[src/sv/gfhs_pkg.sv]
// gfhs_pkg: shared constants and types for the gated frequency hysteresis switch.
// Register map, field widths and reset values. No dependencies.

package gfhs_pkg;

  localparam int unsigned TickW   = 8;
  localparam int unsigned GateW   = 16;
  localparam int unsigned CountW  = 16;
  localparam int unsigned LockW   = 8;
  localparam int unsigned AddrW   = 5;
  localparam int unsigned DataW   = 32;
  localparam int unsigned InDataW  = 8;
  localparam int unsigned OutDataW = 24;

  localparam logic [TickW-1:0]  TickMsRst   = 8'd16;
  localparam logic [GateW-1:0]  GateMsRst   = 16'd300;
  localparam logic [CountW-1:0] RiseCntRst  = 16'd18;
  localparam logic [CountW-1:0] FallCntRst  = 16'd15;
  localparam logic [LockW-1:0]  LockLenRst  = 8'd1;

  localparam logic [CountW-1:0] CountMax    = '1;

  // Register index = paddr[4:2]
  typedef enum logic [2:0] {
    REG_TICK_MS   = 3'd0,
    REG_GATE_MS   = 3'd1,
    REG_RISE_CNT  = 3'd2,
    REG_FALL_CNT  = 3'd3,
    REG_LOCK_LEN  = 3'd4
  } cfg_reg_e;

  typedef struct packed {
    logic              locked_out;
    logic [CountW-1:0] gate_count;
    logic              gate_closed;
    logic              out_level;
  } result_t;

endpackage

[src/sv/gated_frequency_hysteresis_switch.sv]
// gated_frequency_hysteresis_switch: edge counter over timed gates, with a
// hysteresis output and lockout. Uses gfhs_pkg.
//
//  channel   | dir | handshake               | payload
//  ----------+-----+-------------------------+----------------------------------
//  s_axis    | in  | s_axis_tvalid/tready    | tdata: sample_lvl, tick
//  m_axis    | out | m_axis_tvalid/tready    | tdata: out_level, gate_closed,
//            |     |                         |        gate_count, locked_out
//  apb       | in  | psel/penable, pready=1  | 5 regs at 4*i, 32-bit data
//
// One beat per clock unless the output stalls. The whole state update (edge
// count, gate accumulator, hysteresis decision) is combinational from the
// accepted beat into the result register; throughput is set by that path.
// Output register: a new beat is taken whenever the result register is empty
// or being drained; a stalled output holds its beat and stops only input.
// Reset (rst_ni, async low) clears all state but the result data and loads the register defaults.

module gated_frequency_hysteresis_switch (
  input  logic                            clk_i,
  input  logic                            rst_ni,
  // input stream
  input  logic                            s_axis_tvalid,
  output logic                            s_axis_tready,
  input  logic [gfhs_pkg::InDataW-1:0]    s_axis_tdata,   // [0] sample_lvl, [1] tick, rest 0
  // output stream
  output logic                            m_axis_tvalid,
  input  logic                            m_axis_tready,
  output logic [gfhs_pkg::OutDataW-1:0]   m_axis_tdata,   // [0] out_level, [1] gate_closed,
                                                          // [17:2] gate_count,
                                                          // [18] locked_out, rest 0
  // config
  input  logic                            psel,
  input  logic                            penable,
  input  logic                            pwrite,
  input  logic [gfhs_pkg::AddrW-1:0]      paddr,
  input  logic [gfhs_pkg::DataW-1:0]      pwdata,
  output logic [gfhs_pkg::DataW-1:0]      prdata,
  output logic                            pready
);
  import gfhs_pkg::*;

  // ---------------------------------------------------------------- config
  logic [TickW-1:0]  tick_ms_q;
  logic [GateW-1:0]  gate_ms_q;
  logic [CountW-1:0] rise_cnt_q;
  logic [CountW-1:0] fall_cnt_q;
  logic [LockW-1:0]  lock_len_q;
  logic              cfg_wr;
  cfg_reg_e          cfg_idx;

  assign pready  = 1'b1;
  assign cfg_wr  = psel & penable & pwrite & pready;
  assign cfg_idx = cfg_reg_e'(paddr[AddrW-1:2]);

  always_ff @(posedge clk_i or negedge rst_ni) begin
    if (!rst_ni) begin
      tick_ms_q  <= TickMsRst;
      gate_ms_q  <= GateMsRst;
      rise_cnt_q <= RiseCntRst;
      fall_cnt_q <= FallCntRst;
      lock_len_q <= LockLenRst;
    end else if (cfg_wr) begin
      unique case (cfg_idx)
        REG_TICK_MS:  tick_ms_q  <= pwdata[TickW-1:0];
        REG_GATE_MS:  gate_ms_q  <= pwdata[GateW-1:0];
        REG_RISE_CNT: rise_cnt_q <= pwdata[CountW-1:0];
        REG_FALL_CNT: fall_cnt_q <= pwdata[CountW-1:0];
        REG_LOCK_LEN: lock_len_q <= pwdata[LockW-1:0];
        default: ;  // unmapped: ignored
      endcase
    end
  end

  always_comb begin
    unique case (cfg_idx)
      REG_TICK_MS:  prdata = DataW'(tick_ms_q);
      REG_GATE_MS:  prdata = DataW'(gate_ms_q);
      REG_RISE_CNT: prdata = DataW'(rise_cnt_q);
      REG_FALL_CNT: prdata = DataW'(fall_cnt_q);
      REG_LOCK_LEN: prdata = DataW'(lock_len_q);
      default:      prdata = '0;
    endcase
  end

  // ---------------------------------------------------------------- handshake
  logic in_acc, out_valid_q;
  result_t res_q, res_d;

  assign s_axis_tready = ~out_valid_q | m_axis_tready;
  assign in_acc        = s_axis_tvalid & s_axis_tready;
  assign m_axis_tvalid = out_valid_q;
  assign m_axis_tdata  = {{(OutDataW - $bits(result_t)){1'b0}}, res_q};

  // ---------------------------------------------------------------- state
  logic              prev_lvl_q, prev_lvl_d;
  logic [CountW-1:0] tally_q, tally_d;
  logic [GateW-1:0]  elapsed_q, elapsed_d;
  logic [LockW-1:0]  lock_left_q, lock_left_d;
  logic              sw_q, sw_d;

  logic              in_lvl, in_tick;
  logic [CountW-1:0] tally_inc;
  logic [GateW:0]    sum, rem;
  logic              closes;

  assign in_lvl  = s_axis_tdata[0];
  assign in_tick = s_axis_tdata[1];

  always_comb begin
    // rising edge counted first, saturating
    tally_inc = tally_q;
    if (!prev_lvl_q && in_lvl && (tally_q != CountMax)) tally_inc = tally_q + 1'b1;

    sum    = (GateW+1)'(elapsed_q) + (GateW+1)'(tick_ms_q);
    closes = in_tick && (sum >= (GateW+1)'(gate_ms_q));
    rem    = closes ? sum - (GateW+1)'(gate_ms_q) : sum;

    prev_lvl_d  = in_lvl;
    tally_d     = tally_inc;
    elapsed_d   = elapsed_q;
    lock_left_d = lock_left_q;
    sw_d        = sw_q;

    if (in_tick) elapsed_d = rem[GateW] ? '1 : rem[GateW-1:0];

    if (closes) begin
      tally_d = '0;
      if (lock_left_q != '0) begin
        lock_left_d = lock_left_q - 1'b1;
      end else if (!sw_q) begin
        if (tally_inc >= rise_cnt_q) begin
          sw_d        = 1'b1;
          lock_left_d = lock_len_q;
        end
      end else if (tally_inc <= fall_cnt_q) begin
        sw_d        = 1'b0;
        lock_left_d = lock_len_q;
      end
    end

    res_d.out_level   = sw_d;
    res_d.gate_closed = closes;
    res_d.gate_count  = closes ? tally_inc : '0;
    res_d.locked_out  = (lock_left_d != '0);
  end

  always_ff @(posedge clk_i or negedge rst_ni) begin
    if (!rst_ni) begin
      prev_lvl_q  <= 1'b0;
      tally_q     <= '0;
      elapsed_q   <= '0;
      lock_left_q <= '0;
      sw_q        <= 1'b0;
      out_valid_q <= 1'b0;
    end else begin
      if (in_acc) begin
        prev_lvl_q  <= prev_lvl_d;
        tally_q     <= tally_d;
        elapsed_q   <= elapsed_d;
        lock_left_q <= lock_left_d;
        sw_q        <= sw_d;
        out_valid_q <= 1'b1;
      end else if (m_axis_tready) begin
        out_valid_q <= 1'b0;
      end
    end
  end

  always_ff @(posedge clk_i) begin
    if (in_acc) res_q <= res_d;
  end

  // ---------------------------------------------------------------- checks
  a_count_only_on_close: assert property (@(posedge clk_i) disable iff (!rst_ni)
    (out_valid_q && !res_q.gate_closed) |-> (res_q.gate_count == '0))
    else $error("gate_count nonzero without a closed gate");

  a_no_tick_holds_acc: assert property (@(posedge clk_i) disable iff (!rst_ni)
    (in_acc && !in_tick) |=> $stable(elapsed_q))
    else $error("accumulator moved without a tick");

  a_close_clears_tally: assert property (@(posedge clk_i) disable iff (!rst_ni)
    (in_acc && closes) |=> (tally_q == '0))
    else $error("edge tally not cleared at gate close");

  a_lock_flag_tracks: assert property (@(posedge clk_i) disable iff (!rst_ni)
    in_acc |=> (res_q.locked_out == (lock_left_q != '0)) && (res_q.out_level == sw_q))
    else $error("result disagrees with stored state");

endmodule

[config.mk]
export PLATFORM = sky130hd
export DESIGN_NAME = gated_frequency_hysteresis_switch
export DESIGN_NICKNAME = d
export VERILOG_FILES = /design/src/sv/gfhs_pkg.sv /design/src/sv/gated_frequency_hysteresis_switch.sv
export SDC_FILE = /design/constraint.sdc
export NUM_CORES = 1
export LEC_CHECK = 0
export BUFFER_PORTS_ARGS = -buffer_cell sky130_fd_sc_hd__buf_2
export CAP_MARGIN = 20
export CORE_UTILIZATION = 30
export DETAILED_ROUTE_END_ITERATION = 10
export GPL_TIMING_DRIVEN = 0
export PLACE_DENSITY = 0.45
export REMOVE_ABC_BUFFERS = 1
export SYNTH_ARGS = -nofsm -noshare
export SYNTH_HDL_FRONTEND = slang
export SYNTH_SLANG_ARGS = --single-unit
[constraint.sdc]
create_clock -name clk_i -period 5.3 [get_ports clk_i]
set_input_delay 0.53 -clock clk_i [delete_from_list [all_inputs] [get_ports clk_i]]
set_output_delay 0.53 -clock clk_i [all_outputs]
set_load 0.05 [all_outputs]
# Yosys cells after proc, flatten, opt, wreduce, memory -nomap -nowiden
# Cells that the tools add are included.
# word_totals
regBits	126
input_bits	52
output_inout_bits	59
elab_cells	63
# op_classes
addsub	4
n_lt_le_gt_ge	3
eq_ne	5
n_mux	17
bitwise_logic	5
n_reduce_logical	14
# op_table
op	count
one-hot mux 16 bit (5 select lines)	1
two-way mux 16 bit	3
two-way mux 8 bit	5
adder 16 x 8 -> 17 bit	1
greater-or-equal comparator 17 x 16 -> 1 bit	1
two-way mux 17 bit	1
subtractor 17 x 16 -> 17 bit	1
adder 16 x 1 -> 16 bit (second input constant)	1
greater-or-equal comparator 16 bit	1
<= comparator 16 bit	1
!= test 16 bit (second input constant)	1
nonzero test 8 bit	2
AND reduction 2 bit	6
subtractor 8 x 1 -> 8 bit (second input constant)	1
two-way mux 1 bit	7
equality test 3 x 2 -> 1 bit (second input constant)	2
AND 1 bit	3
equality test 3 x 1 -> 1 bit (second input constant)	1
equality test 3 bit (second input constant)	1
logical AND 1 bit	3
logical NOT 3 bit	1
nonzero test 2 bit	1
logical NOT 1 bit	1
NOT 1 bit	1
OR 1 bit	1

# Longest topological paths before layout
# logic_depth
depth_word	10
mapped_depth	20
mapped_depth_nobuf	19

# Worst setup path before layout
# OpenSTA, ideal clock, no wires.
# synth_timing
kind	reg2reg
startpoint	register tally_q[0]
endpoint	register res_q, in the netlist m_axis_tdata[18], data pin
setup_time_ps	267
t_arrival_ps	3934
required_ps	5033
path_slack_ps	1099
path_stages_with_launch	20
n_path_buf	1
period_less_slack_ps	4201
path_cell_list	dfrtp_1 > ha_1 > and3_1 > nand4_1 > o21ai_2 > nor4_2 > and3_1 > nand3_1 > xnor2_1 > ha_1 > a211oi_1 > nor2_1 > o31ai_1 > o211ai_1 > o22ai_1 > buf_2 > nor2_1 > a311o_1 > nor3_2 > nand4_1
# synth_lines
element	line	source
start: declaration	gated_frequency_hysteresis_switch.sv:96	logic [CountW-1:0] tally_q, tally_d;
start signal: assignment	gated_frequency_hysteresis_switch.sv:158	tally_q <= tally_d;
end signal: assignment	gated_frequency_hysteresis_switch.sv:170	if (in_acc) res_q <= res_d;
end: declaration	gated_frequency_hysteresis_switch.sv:87	result_t res_q, res_d;

==> impl_metrics.py <==
metrics = {
    "detailed_routing": {
        "avgViaCountPerCell": 4.91,
        "wl_mm": 22.9,
        "ant_nets": 0,
        "first_pass_iters": 6,
        "remaining_drc_errors": 0,
        "first_iter_violations": 354,
        "vias": 6722,
        "wire_per_inst_um": 16.7,
    },
    "power": {
        "p_leak_nw": 4.35,
        "p_total_mw": 5.18,
        "power_density_mw_per_mm2": 533,
        "peakVddDrop_mv": 0.190,
    },
    "die": {
        "rows": 60,
        "die_height_um": 169,
        "core_area_mm2": 0.0272,
        "ios": 111,
        "die_w_um": 169,
        "die-area_mm2": 0.0286,
        "initial_core_util_pct": 30.8,
    },
    "timing": {
        "fin_crit_sh_pct": 95.0,
        "setup_viol": 0,
        "tns_ns": 0,
        "tightest_slew_ns": 0.993,
        "relSlewSlack_pct": 33.3,
        "finalMaxSlewViolations": 0,
        "min_period_ns": 5.03,
        "maxClockFrequency_mhz": 199,
        "finalClockSkew_ns": 0.0144,
        "final.setup.worst_slack_ns": 0.267,
        "hold_violations": 0,
    },
    "global_routing": {
        "grt_pass1_vias": 6482,
        "gr-total-overflow": 0,
        "antenna_found_initial": 0,
        "grt_pass1_wl_mm": 36.4,
        "grt_max_degree": 57,
        "gr-usage-all-layers_pct": 16.6,
    },
    "final_layout": {
        "nets": 1096,
        "syn2layout_area_growth_pct": 16.0,
        "final_core_util_pct": 35.8,
        "drive_gt1_share_pct": 17.4,
        "diodes": 0,
    },
    "clock_network": {
        "cts_sinks": 126,
        "clk_pin_slew_ns": 0.06,
        "numCtsBuffers": 17,
        "cts_tree": "built",
        "cts-root-buf": "clkbuf_16",
        "clk_path_buf_depth": 2,
        "clk_latency_ns": 0.43,
        "htreeDepth": 4,
    },
    "min_path": {
        "holdCritPathClass": "primary input to async pin",
    },
    "logic_synthesis": {
        "synth_top_area_share_pct": 28.4,
        "avgSynthCellArea_um2": 8.96,
        "synth-edff-count": 19,
        "ys.flop_type": "dfrtp_1",
        "yosysWarnings": 0,
        "yosysTopAreaCell": "dfrtp_1",
        "synthArstFlopShare_pct": 84.9,
        "syn_inst": 935,
        "yosysSeqAreaShare_pct": 38.9,
        "synth-seq-cells": 126,
        "synth_cell_types": 68,
        "yosys-top-cells-area": "dfrtp_1 28%, ha_1 8.8%, edfxtp_1 6.8%",
        "syn_area_mm2": 0.00838,
    },
    "placement": {
        "port_buffers": 64,
        "place.gp.congestion": 0.802,
        "hpwl_mm": 17.2,
        "dp_slack_ns": -0.452,
    },
    "setup_path": {
        "crit_required_ns": 5.43,
        "critPathLaunchType": "flip-flop",
        "worstSetupPathType": "flip-flop to flip-flop",
        "cp.arrival_ns": 5.17,
        "crit_path_end_kind": "flip-flop",
        "path_max_fanout": 30,
    },
    "job": {
        "max_cap_viol_count": 0,
    },
    "run_status": {
        "status": "completed",
    },
}
-- cells in the final DEF, fill, tap and decap left out, drive strengths merged, types with 5 or more instances in the layout --
master	count
xnor2	29
o22ai	14
o211ai	5
mux2	35
o21ai	89
o21a	7
and2	15
edfxtp	19
xor2	14
nor2b	11
a21o	18
a22oi	24
clkbuf	19
a21oi	41
conb	22
nand3	25
nor3	10
nor2	55
nand2	123
ha	59
inv	62
nor4	7
a31oi	19
clkinvlp	5
buf	73
and3	6
dfrtp	95
o31ai	11
nand4	12
dfstp	12
nand2b	7
clkinv	7
-- kinds of logic (layout without fill, tap and decap cells) --
family,after synthesis,count (layout),synth area share [%]
adders and majority gates,61,61,9.29
muxes,38,38,5.21
other,2,22,0.0896
xor gates and xnor gates,43,43,4.49
and+or+nand+nor,283,283,15.9
AOI/OAI and AO/OA,255,255,19.1
buffers and inverters,127,168,6.99
DFF,126,126,38.9
-- power by group --
group / switching, mW / total (mW) / leakage [nW] / internal (mW)
Sequential: 0.183 / 1.39 / 1.47 / 1.21
Clock: 0.470 / 1.16 / 0.266 / 0.691
Combinational: 1.59 / 2.62 / 2.61 / 1.04
Total: 2.24 / 5.18 / 4.35 / 2.94
-- per-layer routing --
layer	up-vias	track usage [%]	share of wire, %
met3	12	2.68	2.6
met5	-	0	0
met4	0	4.11	0.88
met2	110	27.9	48
met1	3221	22.2	49
li1	3379	-	-
-- critical path, cell delays in order, from the launching register on --
cell and delay (ns):
dfrtp_1 0.44, ha_1 0.31, a21o_1 0.16, a21oi_1 0.22, nor2b_1 0.12, o311a_1 0.34
o21a_1 0.25, nand3_1 0.16, xnor2_1 0.15, ha_2 0.34, and4_1 0.20, and2_1 0.21
a221oi_2 0.25, o211ai_1 0.23, o21ai_4 0.28, buf_4 0.16, buf_12 0.17, nor4_1 0.07
a311o_1 0.31, nor3_2 0.17, nand4_1 0.16
-- timing repair --
item	CTS	global route
resized for setup	3	7
endpoints found under the setup margin	3	2
hold buffers	0	0
gates cloned	0	0
buffers inserted	2	2
pin swaps	1	2
-- layout make-up --
type | count | area [um2]
well taps | 372 | 465
flip-flops and latches | 126 | 3260
clock buffers | 18 | 429
inverters | 62 | 235
repair buffers | 74 | 487
clock inverters | 14 | 146
multi-input cells | 702 | 4690
fillers | 2847 | 17500
-- synthesized netlist by cell type, types with 3 or more instances --
| master | number |
|---|---|
| mux2_2 | 35 |
| o211ai_1 | 5 |
| dfrtp_1 | 95 |
| inv_1 | 61 |
| nor4_2 | 4 |
| nand4_1 | 12 |
| o2111ai_1 | 3 |
| and4_1 | 3 |
| a22oi_1 | 24 |
| xnor2_1 | 29 |
| o31ai_1 | 11 |
| a31oi_1 | 19 |
| a21oi_1 | 41 |
| a21o_1 | 18 |
| or2_2 | 3 |
| edfxtp_1 | 19 |
| buf_4 | 23 |
| o21ai_0 | 86 |
| o21a_1 | 7 |
| buf_1 | 3 |
| clkbuf_1 | 31 |
| nor4_1 | 3 |
| and3_1 | 6 |
| o22ai_1 | 14 |
| xor2_1 | 14 |
| buf_2 | 6 |
| nor2b_1 | 11 |
| and2_1 | 14 |
| a211oi_1 | 3 |
| nor3_1 | 9 |
| ha_1 | 59 |
| nand3_1 | 25 |
| nor2_1 | 54 |
| nand2b_1 | 7 |
| nand2_1 | 123 |
| dfstp_2 | 12 |
-- sequential cells by signal, indices dropped and copies added, names as in the netlist --
signal / flops
prev_lvl_q: 1
m_axis_tdata: 19
elapsed_q: 16
fall_cnt_q: 16
sw_q: 1
tally_q: 16
rise_cnt_q: 16
lock_len_q: 8
tick_ms_q: 8
gate_ms_q: 16
m_axis_tvalid: 1
lock_left_q: 8
-- through the flow --
stage	instances	hold WS (ns)	instance area (um2)
after global placement	1326	0.462	8890
final	1368	0.0556	9720
after detailed placement	1331	0.475	9020
after floorplan	890	0.234	8100
after CTS	1365	0.0888	9620
after global routing	1368	0.0967	9720
-- final timing paths --
kind	endpoint	start	slack (ns)	depth (start not counted)
max in group asynchronous	gate_ms_q[5]	rst_ni	4.51	2
hold reg to reg	prev_lvl_q	prev_lvl_q	0.48	2
hold / removal	tally_q[13]	rst_ni	0.06	1
setup / recovery	m_axis_tdata[18]	tick_ms_q[1]	0.27	20
min in group clk_i	prev_lvl_q	s_axis_tdata[0]	0.32	3
setup reg to reg	m_axis_tdata[18]	tick_ms_q[1]	0.27	20
Note: power is estimated with default switching activity, not from simulation.
